**src/trhc_pkg.sv**
```systemverilog
`timescale 1ns / 1ps
// ----------------------------------------------------------------------------
// Tilt reference heading corrector package
// Widths, constants, register indexes, pipeline payload types and the small
// arithmetic helpers that the stages of the corrector share.
// ----------------------------------------------------------------------------
package trhc_pkg;

  localparam int AngleW    = 16;   // angle fields, 1/128 degree
  localparam int FracW     = 16;   // fraction bits of the filter accumulators
  localparam int FiltW     = 32;   // filter accumulator
  localparam int TimeW     = 32;   // microsecond accumulators
  localparam int IntervalW = 20;
  localparam int GainW     = 17;
  localparam int MsW       = 16;
  localparam int LimW      = 15;
  localparam int MagW      = 17;   // magnitude of an angle, up to 32768
  localparam int DecW      = 17;   // decay step per sample
  localparam int ProdW     = 36;   // decay rate times interval
  localparam int CfgIdxW   = 4;
  localparam int CfgDataW  = 17;

  localparam logic [GainW-1:0] GainOne = 17'h10000;
  localparam logic [TimeW-1:0] UsPerMs = 32'd1000;

  localparam int MinEffectiveOutput = 64;
  localparam int LearnImproveEps    = 6;

  // floor(x / 1000000) = floor((x >> 6) / 15625); the second step is a
  // multiplication by a rounded-up reciprocal, exact for x >> 6 below 2^30.
  localparam int DecayShift      = 6;
  localparam int RecipW          = 31;
  localparam int DecayRecipShift = 44;
  localparam logic [RecipW-1:0] DecayRecip = 31'd1125899907;

  typedef enum logic [1:0] {
    MODE_UNINIT = 2'd0,
    MODE_LEARN  = 2'd1,
    MODE_TRACK  = 2'd2
  } mode_t;

  typedef enum logic [CfgIdxW-1:0] {
    REG_WARMUP_TIME    = 4'd0,
    REG_HOLD_TIME      = 4'd1,
    REG_PITCH_GAIN     = 4'd2,
    REG_ROLL_GAIN      = 4'd3,
    REG_DECAY_RATE     = 4'd4,
    REG_DROP_THRESHOLD = 4'd5,
    REG_DEAD_BAND      = 4'd6,
    REG_OUTPUT_LIMIT   = 4'd7
  } cfg_idx_t;

  typedef struct packed {
    logic [MsW-1:0]   warmup_time_ms;
    logic [MsW-1:0]   hold_time_ms;
    logic [GainW-1:0] pitch_filter_gain;
    logic [GainW-1:0] roll_filter_gain;
    logic [MsW-1:0]   best_decay_rate;
    logic [LimW-1:0]  drop_threshold;
    logic [LimW-1:0]  roll_dead_band;
    logic [LimW-1:0]  output_limit;
  } cfg_t;

  typedef struct packed {
    logic                     enable;
    logic [IntervalW-1:0]     interval_us;
    logic signed [AngleW-1:0] roll_angle;
    logic signed [AngleW-1:0] pitch_angle;
  } sample_t;

  // Filter stage to decay stage.
  typedef struct packed {
    logic                    enable;
    logic                    clear;
    logic                    window_ready;
    logic [IntervalW-1:0]    interval_us;
    logic [ProdW-1:0]        decay_product;
    logic signed [FiltW-1:0] pitch_filtered;
    logic signed [FiltW-1:0] roll_filtered;
  } filt_t;

  // Decay stage to mode stage.
  typedef struct packed {
    logic                     enable;
    logic                     clear;
    logic                     window_ready;
    logic [IntervalW-1:0]     interval_us;
    logic [DecW-1:0]          decay;
    logic signed [AngleW-1:0] pitch_angle;
    logic signed [AngleW-1:0] roll_angle;
  } tilt_t;

  function automatic logic [TimeW-1:0] sat_add(input logic [TimeW-1:0] a,
                                               input logic [IntervalW-1:0] b);
    logic [TimeW:0] s;
    s = {1'b0, a} + {{(TimeW-IntervalW+1){1'b0}}, b};
    return s[TimeW] ? {TimeW{1'b1}} : s[TimeW-1:0];
  endfunction

  function automatic logic [TimeW-1:0] ms_to_us(input logic [MsW-1:0] ms);
    return TimeW'(ms) * UsPerMs;
  endfunction

  // Round half up of an accumulator back to angle units.
  function automatic logic signed [AngleW-1:0] angle_of(input logic signed [FiltW-1:0] f);
    logic signed [FiltW:0] t;
    t = {f[FiltW-1], f} + (FiltW+1)'(33'sd32768);
    return t[FracW+AngleW-1:FracW];
  endfunction

endpackage

```
**src/trhc_if.sv**
```systemverilog


interface trhc_result_if;
  logic                                valid;
  logic                                ready;
  logic signed [trhc_pkg::AngleW-1:0]  correction;
  logic [1:0]                          mode;

  modport source(output valid, correction, mode, input ready);
  modport sink(input valid, correction, mode, output ready);
endinterface


```
**src/trhc_mode_stage.sv**
```systemverilog
`timescale 1ns / 1ps
// ----------------------------------------------------------------------------
// Mode stage
// Mode machine, best pitch learning, drop tracking and the result register.
// ----------------------------------------------------------------------------
module trhc_mode_stage (
  input  logic             clk,
  input  logic             rst,
  input  trhc_pkg::cfg_t   regs,
  input  logic             tilt_valid,
  input  trhc_pkg::tilt_t  tilt,
  output logic             tilt_ready,
  trhc_result_if.source    result
);

  logic                                 advance;

  trhc_pkg::mode_t                      mode_reg;
  logic                                 learned_flag;
  logic [trhc_pkg::MagW-1:0]            best_abs_pitch;
  logic signed [trhc_pkg::AngleW-1:0]   roll_best;
  logic [trhc_pkg::TimeW-1:0]           learn_time_us;
  logic [trhc_pkg::TimeW-1:0]           hold_time_us;

  trhc_pkg::mode_t                      mode_cur;
  logic                                 learned_cur;
  logic [trhc_pkg::MagW-1:0]            best_cur;
  logic signed [trhc_pkg::AngleW-1:0]   roll_best_cur;
  logic [trhc_pkg::TimeW-1:0]           learn_cur;
  logic [trhc_pkg::TimeW-1:0]           hold_cur;

  trhc_pkg::mode_t                      mode_next;
  logic                                 learned_next;
  logic [trhc_pkg::MagW-1:0]            best_next;
  logic signed [trhc_pkg::AngleW-1:0]   roll_best_next;
  logic [trhc_pkg::TimeW-1:0]           learn_next;
  logic [trhc_pkg::TimeW-1:0]           hold_next;
  logic signed [trhc_pkg::AngleW-1:0]   correction_next;

  logic signed [trhc_pkg::MagW-1:0]     pitch_ext;
  logic [trhc_pkg::MagW-1:0]            pitch_mag;
  logic [trhc_pkg::MagW-1:0]            best_decayed;
  logic                                 improve;
  logic [trhc_pkg::MagW-1:0]            best_upd;
  logic signed [trhc_pkg::AngleW-1:0]   roll_best_upd;
  logic signed [trhc_pkg::MagW:0]       drop;
  logic                                 drop_hit;
  logic [trhc_pkg::TimeW-1:0]           hold_upd;
  logic signed [trhc_pkg::MagW-1:0]     roll_dev;
  logic [trhc_pkg::MagW-1:0]            roll_dev_mag;
  logic [trhc_pkg::MagW-1:0]            out_mag;
  logic signed [trhc_pkg::AngleW-1:0]   correction_upd;

  assign tilt_ready   = !result.valid || result.ready;
  assign advance      = tilt_valid && tilt_ready;

  always_comb begin
    // State as seen after an enable change has cleared it.
    mode_cur      = tilt.clear ? trhc_pkg::MODE_UNINIT : mode_reg;
    learned_cur   = learned_flag && !tilt.clear;
    best_cur      = tilt.clear ? '0 : best_abs_pitch;
    roll_best_cur = tilt.clear ? '0 : roll_best;
    learn_cur     = tilt.clear ? '0 : learn_time_us;
    hold_cur      = tilt.clear ? '0 : hold_time_us;

    // Best pitch update with decay.
    pitch_ext = {tilt.pitch_angle[trhc_pkg::AngleW-1], tilt.pitch_angle};
    pitch_mag = pitch_ext[trhc_pkg::MagW-1] ? trhc_pkg::MagW'(-pitch_ext) : pitch_ext;
    if (learned_cur) begin
      best_decayed = (tilt.decay >= best_cur) ? '0 : best_cur - tilt.decay;
    end else begin
      best_decayed = best_cur;
    end
    improve = !learned_cur ||
              ({1'b0, pitch_mag} > {1'b0, best_decayed} +
                                   (trhc_pkg::MagW+1)'(trhc_pkg::LearnImproveEps));
    best_upd      = improve ? pitch_mag : best_decayed;
    roll_best_upd = improve ? tilt.roll_angle : roll_best_cur;

    // Drop tracking against the updated best pitch.
    drop     = $signed({1'b0, best_upd}) - $signed({1'b0, pitch_mag});
    drop_hit = drop > $signed({3'b000, regs.drop_threshold});
    hold_upd = trhc_pkg::sat_add(hold_cur, tilt.interval_us);
    roll_dev = {tilt.roll_angle[trhc_pkg::AngleW-1], tilt.roll_angle} -
               {roll_best_upd[trhc_pkg::AngleW-1], roll_best_upd};
    roll_dev_mag = roll_dev[trhc_pkg::MagW-1] ? trhc_pkg::MagW'(-roll_dev) : roll_dev;
    if (drop > $signed({3'b000, regs.output_limit})) begin
      out_mag = {2'b00, regs.output_limit};
    end else begin
      out_mag = drop[trhc_pkg::MagW-1:0];
    end
    if (out_mag != '0 && out_mag < trhc_pkg::MagW'(trhc_pkg::MinEffectiveOutput)) begin
      out_mag = trhc_pkg::MagW'(trhc_pkg::MinEffectiveOutput);
    end
    correction_upd = roll_dev[trhc_pkg::MagW-1] ? -out_mag[trhc_pkg::AngleW-1:0]
                                                 : out_mag[trhc_pkg::AngleW-1:0];

    mode_next       = mode_cur;
    learned_next    = learned_cur;
    best_next       = best_cur;
    roll_best_next  = roll_best_cur;
    learn_next      = learn_cur;
    hold_next       = hold_cur;
    correction_next = '0;
    if (tilt.enable) begin
      case (mode_cur)
        trhc_pkg::MODE_UNINIT: begin
          if (tilt.window_ready) begin
            mode_next  = trhc_pkg::MODE_LEARN;
            learn_next = '0;
          end
        end
        trhc_pkg::MODE_LEARN: begin
          if (tilt.window_ready) begin
            best_next      = best_upd;
            roll_best_next = roll_best_upd;
            learned_next   = 1'b1;
            learn_next     = trhc_pkg::sat_add(learn_cur, tilt.interval_us);
            if (learn_next >= trhc_pkg::ms_to_us(regs.warmup_time_ms)) begin
              mode_next = trhc_pkg::MODE_TRACK;
              hold_next = '0;
            end
          end
        end
        trhc_pkg::MODE_TRACK: begin
          if (!tilt.window_ready) begin
            hold_next = '0;
          end else begin
            best_next      = best_upd;
            roll_best_next = roll_best_upd;
            learned_next   = 1'b1;
            if (!drop_hit) begin
              hold_next = '0;
            end else begin
              hold_next = hold_upd;
              if (hold_upd >= trhc_pkg::ms_to_us(regs.hold_time_ms) &&
                  roll_dev_mag > {2'b00, regs.roll_dead_band}) begin
                correction_next = correction_upd;
              end
            end
          end
        end
        default: begin
        end
      endcase
    end
  end

  always_ff @(posedge clk) begin
    if (rst) begin
      result.valid   <= 1'b0;
      mode_reg       <= trhc_pkg::MODE_UNINIT;
      learned_flag   <= 1'b0;
      best_abs_pitch <= '0;
      roll_best      <= '0;
      learn_time_us  <= '0;
      hold_time_us   <= '0;
    end else begin
      if (advance) begin
        result.valid   <= 1'b1;
        mode_reg       <= mode_next;
        learned_flag   <= learned_next;
        best_abs_pitch <= best_next;
        roll_best      <= roll_best_next;
        learn_time_us  <= learn_next;
        hold_time_us   <= hold_next;
      end else if (result.ready) begin
        result.valid <= 1'b0;
      end
    end
  end

  always_ff @(posedge clk) begin
    if (advance) begin
      result.correction <= correction_next;
      result.mode       <= mode_next;
    end
  end

endmodule

```
**src/flat_wrapper.sv**
```systemverilog
// flat-port wrapper written by rule: the top's interface ports become plain ports
module trhc_mode_stage_flat 
  (clk, rst, regs, tilt_valid, tilt, tilt_ready, result_valid, result_correction, result_mode, result_ready);
  trhc_result_if result_i ();
  input  logic clk;
  input  logic rst;
  input  trhc_pkg::cfg_t regs;
  input  logic tilt_valid;
  input  trhc_pkg::tilt_t tilt;
  output logic tilt_ready;
  output wire logic [$bits(result_i.valid)-1:0] result_valid;
  output wire logic [$bits(result_i.correction)-1:0] result_correction;
  output wire logic [$bits(result_i.mode)-1:0] result_mode;
  input wire logic [$bits(result_i.ready)-1:0] result_ready;
  assign result_valid = result_i.valid;
  assign result_correction = result_i.correction;
  assign result_mode = result_i.mode;
  assign result_i.ready = result_ready;
  trhc_mode_stage u_core (.clk(clk), .rst(rst), .regs(regs), .tilt_valid(tilt_valid), .tilt(tilt), .tilt_ready(tilt_ready), .result(result_i));
endmodule
```
**config.mk**
```make
export PLATFORM = sky130hd
export DESIGN_NAME = trhc_mode_stage_flat
export DESIGN_NICKNAME = d
export VERILOG_FILES = /design/src/trhc_pkg.sv /design/src/trhc_if.sv /design/src/trhc_mode_stage.sv /design/src/flat_wrapper.sv
export SDC_FILE = /design/constraint.sdc
export NUM_CORES = 1
export LEC_CHECK = 0
export ABC_AREA = 1
export BUFFER_PORTS_ARGS = -buffer_cell sky130_fd_sc_hd__buf_2
export CAP_MARGIN = 10
export CORE_ASPECT_RATIO = 2
export CORE_UTILIZATION = 57
export CTS_BUF_LIST = sky130_fd_sc_hd__clkbuf_16
export CTS_CLUSTER_DIAMETER = 80
export CTS_CLUSTER_SIZE = 14
export DETAILED_ROUTE_END_ITERATION = 10
export PLACE_DENSITY = 0.77
export RECOVER_POWER = 25
export SETUP_SLACK_MARGIN = 0.15
export SLEW_MARGIN = 20
export SYNTH_ARGS = -nofsm -noshare
export SYNTH_HDL_FRONTEND = slang
export SYNTH_SLANG_ARGS = --single-unit
export TNS_END_PERCENT = 20
```
**constraint.sdc**
```tcl
create_clock -name clk -period 22.2 [get_ports clk]
set_input_delay 3.33 -clock clk [delete_from_list [all_inputs] [get_ports clk]]
set_output_delay 3.33 -clock clk [all_outputs]
set_load 0.02 [all_outputs]
```
==> results of run 1 <==
==> path summary, 6_finish.rpt <==
kind | startpoint | to | slack, ns | cells after the start
worst max-delay path | tilt[70] | u_core.result.correction[14] | 6.80 | 70
worst min-delay path | u_core.hold_time_us[25] | u_core.hold_time_us[25] | 0.46 | 2
worst max register to register | u_core.best_abs_pitch[12] | u_core.result.correction[14] | 10.55 | 69
worst min register to register | u_core.hold_time_us[25] | u_core.hold_time_us[25] | 0.46 | 2
==> cells in the mapped netlist (all sizes together) (12+ instances only) <==
| master | instances |
|---|---|
| edfxtp | 18 |
| o31ai | 12 |
| nor4 | 17 |
| nand2 | 688 |
| nor2 | 274 |
| ha | 308 |
| o211ai | 33 |
| inv | 561 |
| fa | 113 |
| a21o | 26 |
| clkbuf | 85 |
| dfxtp | 101 |
| xnor2 | 36 |
| a221oi | 29 |
| o21ai | 187 |
| buf | 24 |
| nor3 | 36 |
| a21oi | 351 |
| nand4 | 28 |
| xor2 | 119 |
| nand3 | 213 |
| a31oi | 51 |
==> power by group through the flow <==
stage	clock network (mW)	registers (mW)	logic (mW)
CTS	0.285	0.238	1.43
global placement	0	0.242	1.37
finish	0.283	0.239	1.45
floorplan	0	0.243	1.07
detailed placement	0	0.243	1.43
global route	0.293	0.240	1.64
==> routing by layer <==
metal  up-vias  wire length [um]
met5         -                29
met4         4              7500
met3       417              3550
met2       860             41100
met1     10900             24100
li1      11500                 -
==> kinds of logic after synthesis <==
logic type	Yosys count	synth area share, %
compound gates	744	19.2
xor+xnor	155	6.07
fa+ha+maj	421	27.3
buf+inv	672	11.5
flops	119	11.5
other cells	2	0.0336
simple gates	1286	24.4
==> area by class of cell <==
cell class              instances  area [um2]  share of cell area (%)
diodes                         13        32.5                   0.135
clock buffers                  17         425                    1.76
clock inverters                15         143                   0.592
inverters                     563        2120                    8.79
multi-input cells            2608       17200                    71.5
flip-flops and latches        119        2560                    10.6
well taps                     520         651                    2.70
repair buffers                186         938                    3.89
==> critical path, delay by kind of cell <==
family                     cells  cell delay [ns]
and+or+nand+nor               45             6.19
buffers and inverters          8             1.83
AOI/OAI and AO/OA              8             1.87
xor gates and xnor gates       2             0.63
adders and majority gates      7             1.69
==> metrics.txt, run 1 <==
Setup CP Type input port to flop; post-cts sizing count 0; Antenna Nets Post-Route 0; Comb power frac 73.6%; CP Capture Type flop; Cell Int Power 0.939 mW; worst vdd ir 0.0773 mV; Post-DP Area 23500 um2; Yosys top cell area share 17.2%; Final Util 62.3%; Clock Pin Slew Worst Setup and Hold Paths 0.07 ns; GR Util met2 74.0%; DPL Wire Length 61.0 mm; failing checks capacitance limit, slew limit; FMAX 64.9 MHz; full die area 40100 um2; most frequent CP cell nand2_1; Routed wire per std cell 18.9 um; TNS Setup 0 ns; share of cells above drive strength 1 7.30%; GRT busiest layer met2; Post-CTS Setup Bufs 0; DR iter-0 viols 1269; Fill cells 3763; RSZ-0062 raised after global routing false; gpl congestion 0.996; Slew Limit Fails 138; slowest CP cell o21ai_0; overall routing resource usage 38.3%; grt met3 use 6.03%; core area 38700 um2; peak fanout along the critical path 59; Layout Cells excl Fill 4041; switching power share of the total 52.5%; DIE HEIGHT 282 um; Slew HR -90.5%; most frequent cells in the layout 678 x nand2_1, 556 x inv_1, 346 x a21oi_1, 308 x ha_1, 264 x nor2_1; Nets 4119; clk_skew 0.0172 ns; synthesized instance count 3399; pin count of the biggest net entering global routing 86; final WL 76.2 mm; cell taking the most area after synthesis ha_1; Clk pwr share 14.3%; Place WS 6.56 ns; Via-to-Cell Ratio 5.87; Final Worst Setup Slack 6.80 ns; asr flop ratio synth 0%; Starting Density 57.9%; crit path time final 15.40 ns; Final Cycle Share 69.4%; Hold WS 0.463 ns; syn nets 4023; number of clock sinks 119; P&R area growth vs syn 7.73%; CTS Hold Buffers Added 0; Mapped Avg Cell Area 6.58 um2; Max Cap Viol 2; LEAKAGE 12.4 nW; Chip Width 142 um; H-tree depth 4; mapped cell area 22400 um2; top post-synthesis cells by area ha_1 17%, nand2_1 11%, fa_1 10%; placed cell count 3996; Worst-Skew Late Latency 0.46 ns; iteration count of the initial detailed-routing pass 6; CTS buffer count 17; Yosys cell types 61; #FFs+latches synth 119; clock root cell clkbuf_16; IO Count 223; CTS Buffer Depth 2; vias in the first global route 24200; DRC Markers 0; total power 1.98 mW; Worst Max-Slew Pin Slew 2.85 ns; P_sw 1.04 mW; status finished with violations; total grt overflow 0; initial antenna violation count 15; Post-synth EDFFs 18; CP required 22.41 ns; Seq/Total Area, Yosys 11.5%; TritonCTS clock tree done; met1 Use GR 32.0%; Final Instance Area 24100 um2; Sequential Power Share 12.1%; Final setup viols 0; # rows 102; Largest regs u_core.hold_time_us x32, u_core.learn_time_us x32, u_core.best_abs_pitch x17; Post-synth top flop dfxtp_1; YS warnings 0; slowest stage delay, CP 0.70 ns; Final Hold Viols 0; port bufs 172; via count 23700; Power Density 81.9 nW/um2; Worst Hold Class flop to flop; first-pass GRT wire length 118 mm; Startpoint Class input port; most common cell after layout, fill and taps aside nand2_1; worst endpoint data arrival time 15.61 ns
Power figures use the tool's default switching activity.
==> run 2, diff against run 1 <==
--- a/config.mk
+++ b/config.mk
@@ -9,12 +9,12 @@
 export BUFFER_PORTS_ARGS = -buffer_cell sky130_fd_sc_hd__buf_2
 export CAP_MARGIN = 10
 export CORE_ASPECT_RATIO = 2
-export CORE_UTILIZATION = 57
+export CORE_UTILIZATION = 56
 export CTS_BUF_LIST = sky130_fd_sc_hd__clkbuf_16
 export CTS_CLUSTER_DIAMETER = 80
 export CTS_CLUSTER_SIZE = 14
 export DETAILED_ROUTE_END_ITERATION = 10
-export PLACE_DENSITY = 0.77
+export PLACE_DENSITY = 0.79
 export RECOVER_POWER = 25
 export SETUP_SLACK_MARGIN = 0.15
 export SLEW_MARGIN = 20
==> constraint.sdc (replaced) <==
create_clock -name clk -period 14 [get_ports clk]
set_input_delay 2.1 -clock clk [delete_from_list [all_inputs] [get_ports clk]]
set_output_delay 2.1 -clock clk [all_outputs]
set_load 0.02 [all_outputs]
==> run 2 against run 1 <==
Compared with the run above: the flow still finishes with violations (capacitance limit, slew limit); total power is 54% higher; worst setup slack worse by 5.2 ns; sequential share of layout area barely moved; hold slack better by 0.00055 ns; utilization decreased by 1.1 points; non-clock buffer count increased by 7; register-to-register slack got worse by 7.4 ns; critical path type unchanged; critical endpoint is now u_core.result.correction[12].
==> metrics.txt, run 2 (synthesized netlist as in run 1, its figures left out) <==
TNS Setup 0 ns (unchanged); Starting Density 56.7% (was 57.9%); Chip Width 143 um (was 142 um); H-tree depth 4 (unchanged); Via-to-Cell Ratio 5.70 (was 5.87); Sequential Power Share 12.4% (was 12.1%); Comb power frac 72.7% (was 73.6%); # rows 103 (was 102); total power 3.05 mW (was 1.98 mW); number of clock sinks 119 (unchanged); LEAKAGE 12.4 nW (about the same); DRC Markers 0 (unchanged); IO Count 223 (unchanged); clk_skew 0.0124 ns (was 0.0172 ns); post-cts sizing count 0 (unchanged); Fill cells 3960 (was 3763); FMAX 80.8 MHz; worst endpoint data arrival time 12.57 ns (was 15.61 ns); P&R area growth vs syn 7.98% (was 7.73%); Nets 4126 (was 4119); overall routing resource usage 33.1% (was 38.3%); TritonCTS clock tree done (unchanged); total grt overflow 0 (unchanged); CP required 14.20 ns (was 22.41 ns); initial antenna violation count 2 (was 15); share of cells above drive strength 1 7.43% (was 7.30%); peak fanout along the critical path 44 (was 59); port bufs 172 (unchanged); Cell Int Power 1.51 mW (was 0.939 mW); RSZ-0062 raised after global routing false (unchanged); failing checks capacitance limit, slew limit (unchanged); Final Util 61.3% (was 62.3%); core area 39400 um2 (was 38700 um2); most common cell after layout, fill and taps aside nand2_1 (unchanged); iteration count of the initial detailed-routing pass 6 (unchanged); status finished with violations (unchanged); Startpoint Class input port (unchanged); clock root cell clkbuf_16 (unchanged); slowest CP cell nand2_4 (was o21ai_0); crit path time final 12.37 ns; Slew HR -79.0% (was -90.5%); most frequent cells in the layout 678 x nand2_1, 557 x inv_1, 346 x a21oi_1, 308 x ha_1, 264 x nor2_1 (was 678 x nand2_1, 556 x inv_1, 346 x a21oi_1, 308 x ha_1, 264 x nor2_1); Worst Hold Class flop to flop (unchanged); via count 23000 (was 23700); worst vdd ir 0.0869 mV (was 0.0773 mV); Antenna Nets Post-Route 0 (unchanged); Routed wire per std cell 16.5 um (was 18.9 um); Max Cap Viol 2 (unchanged); Worst Max-Slew Pin Slew 2.68 ns (was 2.85 ns); Slew Limit Fails 137 (was 138); P_sw 1.54 mW (was 1.04 mW); Clock Pin Slew Worst Setup and Hold Paths 0.06 ns (was 0.07 ns); Post-CTS Setup Bufs 0 (unchanged); ANT cells 0 (was 13); Final Cycle Share 88.4%; CTS Hold Buffers Added 0 (unchanged); CTS buffer count 17 (unchanged); DPL Wire Length 52.6 mm (was 61.0 mm); Clk pwr share 14.9% (was 14.3%); final WL 66.5 mm (was 76.2 mm); DIE HEIGHT 285 um (was 282 um); Final Hold Viols 0 (unchanged); Final setup viols 0 (unchanged); slowest stage delay, CP 0.41 ns (was 0.70 ns); first-pass GRT wire length 107 mm (was 118 mm); Power Density 126 nW/um2 (was 81.9 nW/um2); Largest regs u_core.hold_time_us x32, u_core.learn_time_us x32, u_core.best_abs_pitch x17 (unchanged); CP Capture Type flop (unchanged); Worst-Skew Late Latency 0.45 ns (was 0.46 ns); pin count of the biggest net entering global routing 87 (was 86); DR iter-0 viols 1164 (was 1269); full die area 40800 um2 (was 40100 um2); Setup CP Type input port to flop (unchanged); switching power share of the total 50.5% (was 52.5%); CTS Buffer Depth 2 (unchanged); most frequent CP cell nand2_1 (unchanged); vias in the first global route 22700 (was 24200); gpl congestion 1.02 (was 0.996)
run 2: cell count changes in the layout (fill, tap and decap cells not counted), moves of 2 or more:
| cell | previous run | this run |
|---|---|---|
| inv_2 | 5 | 3 |
| clkbuf_16 | 17 | 19 |
| inv_6 | 5 | 0 |
| diode_2 | 13 | 0 |
| clkinvlp_4 | 0 | 3 |
| buf_4 | 13 | 21 |
run 2: worst max-delay path: cells and delay by family:
family | cells | cell delay (ns)
AOI/OAI and AO/OA | 10 | 2.02
xor gates and xnor gates | 2 | 0.47
adders and majority gates | 7 | 1.83
buffers and inverters | 6 | 0.58
and+or+nand+nor | 42 | 5.49
run 2: final timing paths:
path / startpoint / to / slack (ns) / depth (start not counted)
max: tilt[70] / u_core.result.correction[12] / 1.63 / 67
min: u_core.hold_time_us[21] / u_core.hold_time_us[21] / 0.46 / 2
max reg2reg: u_core.best_abs_pitch[2] / u_core.result.correction[12] / 3.19 / 72
min reg2reg: u_core.hold_time_us[21] / u_core.hold_time_us[21] / 0.46 / 2
run 2: through the flow:
stage / setup slack [ns] / instance area [um2] / hold slack (ns) / instances
6_report: 1.63 / 24200 / 0.463 / 4040
5_1_grt: 0.614 / 24200 / 0.475 / 4040
4_1_cts: 1.75 / 24200 / 0.465 / 4040
3_5_place_dp: 1.32 / 23600 / 0.455 / 4008
3_3_place_gp: 1.37 / 23600 / 0.452 / 4008
2_1_floorplan: 3.05 / 22400 / 0.445 / 3399
run 2: final cells by class:
class	count	area, um2	area share [%]
clock inverters	13	121	0.502
multi-input cells	2608	17200	71.3
flip-flops and latches	119	2560	10.6
clock buffers	19	475	1.97
inverters	563	2120	8.77
well taps	525	657	2.72
repair buffers	193	993	4.11
run 2: routing by layer:
metal | track usage [%] | wire [um] | part of all wire [%]
met3 | 4.45 | 3100 | 4.7
met4 | 25.4 | 5280 | 7.9
met1 | 31.3 | 22900 | 34
met5 | 0 | 18 | 0.027
met2 | 62.7 | 35200 | 53
run 2: power groups by stage:
stage	Clock, mW	Sequential (mW)	Combinational [mW]
2_1_floorplan	0	0.385	1.69
3_3_place_gp	0	0.384	2.15
3_5_place_dp	0	0.385	2.21
4_1_cts	0.457	0.378	2.22
5_1_grt	0.472	0.380	2.55
6_report	0.455	0.378	2.21
==> run 3, diff against run 2 <==
--- a/config.mk
+++ b/config.mk
@@ -9,12 +9,13 @@
 export BUFFER_PORTS_ARGS = -buffer_cell sky130_fd_sc_hd__buf_2
 export CAP_MARGIN = 10
 export CORE_ASPECT_RATIO = 2
+export CORE_MARGIN = 4
 export CORE_UTILIZATION = 56
 export CTS_BUF_LIST = sky130_fd_sc_hd__clkbuf_16
 export CTS_CLUSTER_DIAMETER = 80
 export CTS_CLUSTER_SIZE = 14
 export DETAILED_ROUTE_END_ITERATION = 10
-export PLACE_DENSITY = 0.79
+export PLACE_DENSITY = 0.78
 export RECOVER_POWER = 25
 export SETUP_SLACK_MARGIN = 0.15
 export SLEW_MARGIN = 20
==> run 3 against run 2 <==
Compared with the run above: the run still ends with capacitance limit, slew limit left; via count up 0.20%; count of clock-buffer cells in the layout fell by 1; critical path depth is 8 higher; die area up 6.4%; sequential share of layout area about the same.
==> metrics.txt, run 3 (synthesized netlist as in run 1, its figures left out) <==
FF-to-FF path depth 75 (was 72); Clock Pin Slew Worst Setup and Hold Paths 0.06 ns (about the same); Max Cap Viol 2 (unchanged); clk_skew 0.0124 ns (about the same); Final Cycle Share 89.6% (was 88.4%); Post-CTS Setup Bufs 0 (unchanged); full die area 43400 um2 (was 40800 um2); worst vdd ir 0.0911 mV (was 0.0869 mV); worst hold path depth 2 (unchanged); Nets 4127 (was 4126); Power Density 126 nW/um2 (about the same); CTS Buffer Depth 2 (unchanged); Worst Hold Class flop to flop (unchanged); beginning of the worst hold path u_core.hold_time_us[26] (was u_core.hold_time_us[21]); FMAX 79.7 MHz (was 80.8 MHz); most frequent CP cell nand2_1 (unchanged); peak fanout along the critical path 48 (was 44); Slew Limit Fails 139 (was 137); critical path's top delay family simple AND/OR/NAND/NOR gates (unchanged); DRC Markers 0 (unchanged); H-tree depth 4 (unchanged); port bufs 172 (unchanged); share of cells above drive strength 1 7.43% (unchanged); gpl congestion 0.995 (was 1.02); Via-to-Cell Ratio 5.71 (was 5.70); reg2reg setup slack 3.12 ns (was 3.19 ns); CTS buffer count 17 (unchanged); CP Capture Type flop (unchanged); status finished with violations (unchanged); RSZ-0062 raised after global routing false (unchanged); CP required 14.20 ns (about the same); TritonCTS clock tree done (unchanged); Starting Density 56.7% (unchanged); worst r2r src u_core.best_abs_pitch[2] (unchanged); Routed wire per std cell 16.6 um (was 16.5 um); Post-DP Area 23600 um2 (about the same); Final Hold Viols 0 (unchanged); # rows 103 (unchanged); Hold EP u_core.hold_time_us[26] (was u_core.hold_time_us[21]); iteration count of the initial detailed-routing pass 5 (was 6); DPL Wire Length 53.1 mm (was 52.6 mm); failing checks capacitance limit, slew limit (unchanged); slowest stage delay, CP 0.35 ns (was 0.41 ns); IO Count 223 (unchanged); CP bufs+invs 8 (was 6); vias in the first global route 23000 (was 22700); via count 23100 (was 23000); DR iter-0 viols 1239 (was 1164); initial antenna violation count 3 (was 2); most frequent cells in the layout 678 x nand2_1, 557 x inv_1, 346 x a21oi_1, 308 x ha_1, 264 x nor2_1 (unchanged); Slew HR -87.3% (was -79.0%); P&R area growth vs syn 7.97% (was 7.98%); Final setup viols 0 (unchanged); Antenna Nets Post-Route 0 (unchanged); crit path time final 12.54 ns (was 12.37 ns); TNS Setup 0 ns (unchanged); first-pass GRT wire length 108 mm (was 107 mm); LEAKAGE 12.4 nW (about the same); core area 39400 um2 (unchanged); worst endpoint data arrival time 12.74 ns (was 12.57 ns); pin count of the biggest net entering global routing 85 (was 87); overall routing resource usage 30.5% (was 33.1%); Final Util 61.3% (about the same); DIE HEIGHT 291 um (was 285 um); number of clock sinks 119 (unchanged); worst r2r dst u_core.result.correction[12] (unchanged); total grt overflow 0 (unchanged); slowest CP cell nand2_2 (was nand2_4); Worst Max-Slew Pin Slew 2.81 ns (was 2.68 ns); final WL 67.2 mm (was 66.5 mm); Final Instance Area 24200 um2 (about the same); total power 3.04 mW (was 3.05 mW); Startpoint Class input port (unchanged); clock root cell clkbuf_16 (unchanged); Setup CP Type input port to flop (unchanged); Chip Width 149 um (was 143 um); Largest regs u_core.hold_time_us x32, u_core.learn_time_us x32, u_core.best_abs_pitch x17 (unchanged); most common cell after layout, fill and taps aside nand2_1 (unchanged); Worst-Skew Late Latency 0.45 ns (about the same)
## run 3: how the worst max path moves through the flow
stage	endpoint	depth (start not counted)	startpoint	slack (ns)
2_1_floorplan	u_core.result.correction[14]	73	tilt[70]	3.05
3_3_place_gp	u_core.result.correction[14]	75	tilt[70]	1.14
3_5_place_dp	u_core.result.correction[12]	72	tilt[70]	0.99
4_1_cts	u_core.result.correction[12]	72	tilt[70]	1.40
5_1_grt	u_core.result.correction[14]	75	tilt[70]	0.26
6_report	u_core.result.correction[12]	75	tilt[70]	1.46
## run 3: repair_timing
item / CTS / global route
gates resized for setup: 0 / 1
hold endpoints to repair: 0 / 0
setup endpoints to repair: 0 / 2
hold buffers: 0 / 0
## run 3: cell type report
cell class / count / area (um2)
Tap cell: 525 / 657
Clock inverter: 13 / 129
Inverter: 563 / 2120
Antenna cell: 2 / 5.00
Fill cell: 3970 / 15300
Sequential cell: 119 / 2560
Clock buffer: 18 / 450
Timing Repair Buffer: 194 / 1000
Multi-Input combinational cell: 2608 / 17200
## run 3: worst reg2reg max path: cells and delay by family (launching register included)
family / cells / cell delay, ns
fa+ha+maj: 6 / 1.48
xor+xnor: 1 / 0.32
simple gates: 50 / 5.74
buf+inv: 6 / 0.62
compound gates: 12 / 2.18
flops: 1 / 0.33
## run 3: report_power, final
group | internal (mW) | total (mW) | leakage, nW | switching [mW]
Clock | 0.269 | 0.448 | 0.285 | 0.179
Combinational | 0.878 | 2.21 | 11.1 | 1.33
Sequential | 0.367 | 0.378 | 1.01 | 0.0118
Total | 1.51 | 3.04 | 12.4 | 1.52
## run 3: routing by layer
metal	global-route usage, %	wire [um]	share of wire [%]	up-vias
met1	30.1	22900	34	10500
met2	57.3	35500	53	804
met4	22.0	5680	8.5	0
met5	0	0	0	-
li1	-	-	-	11500
met3	3.46	3130	4.7	291
## run 3: stage by stage
step,worst slack [ns],instances,hold WS (ns)
2_1_floorplan,3.05,3399,0.445
3_3_place_gp,1.14,4009,0.452
3_5_place_dp,0.991,4009,0.456
4_1_cts,1.40,4040,0.465
5_1_grt,0.261,4041,0.477
6_report,1.46,4042,0.463
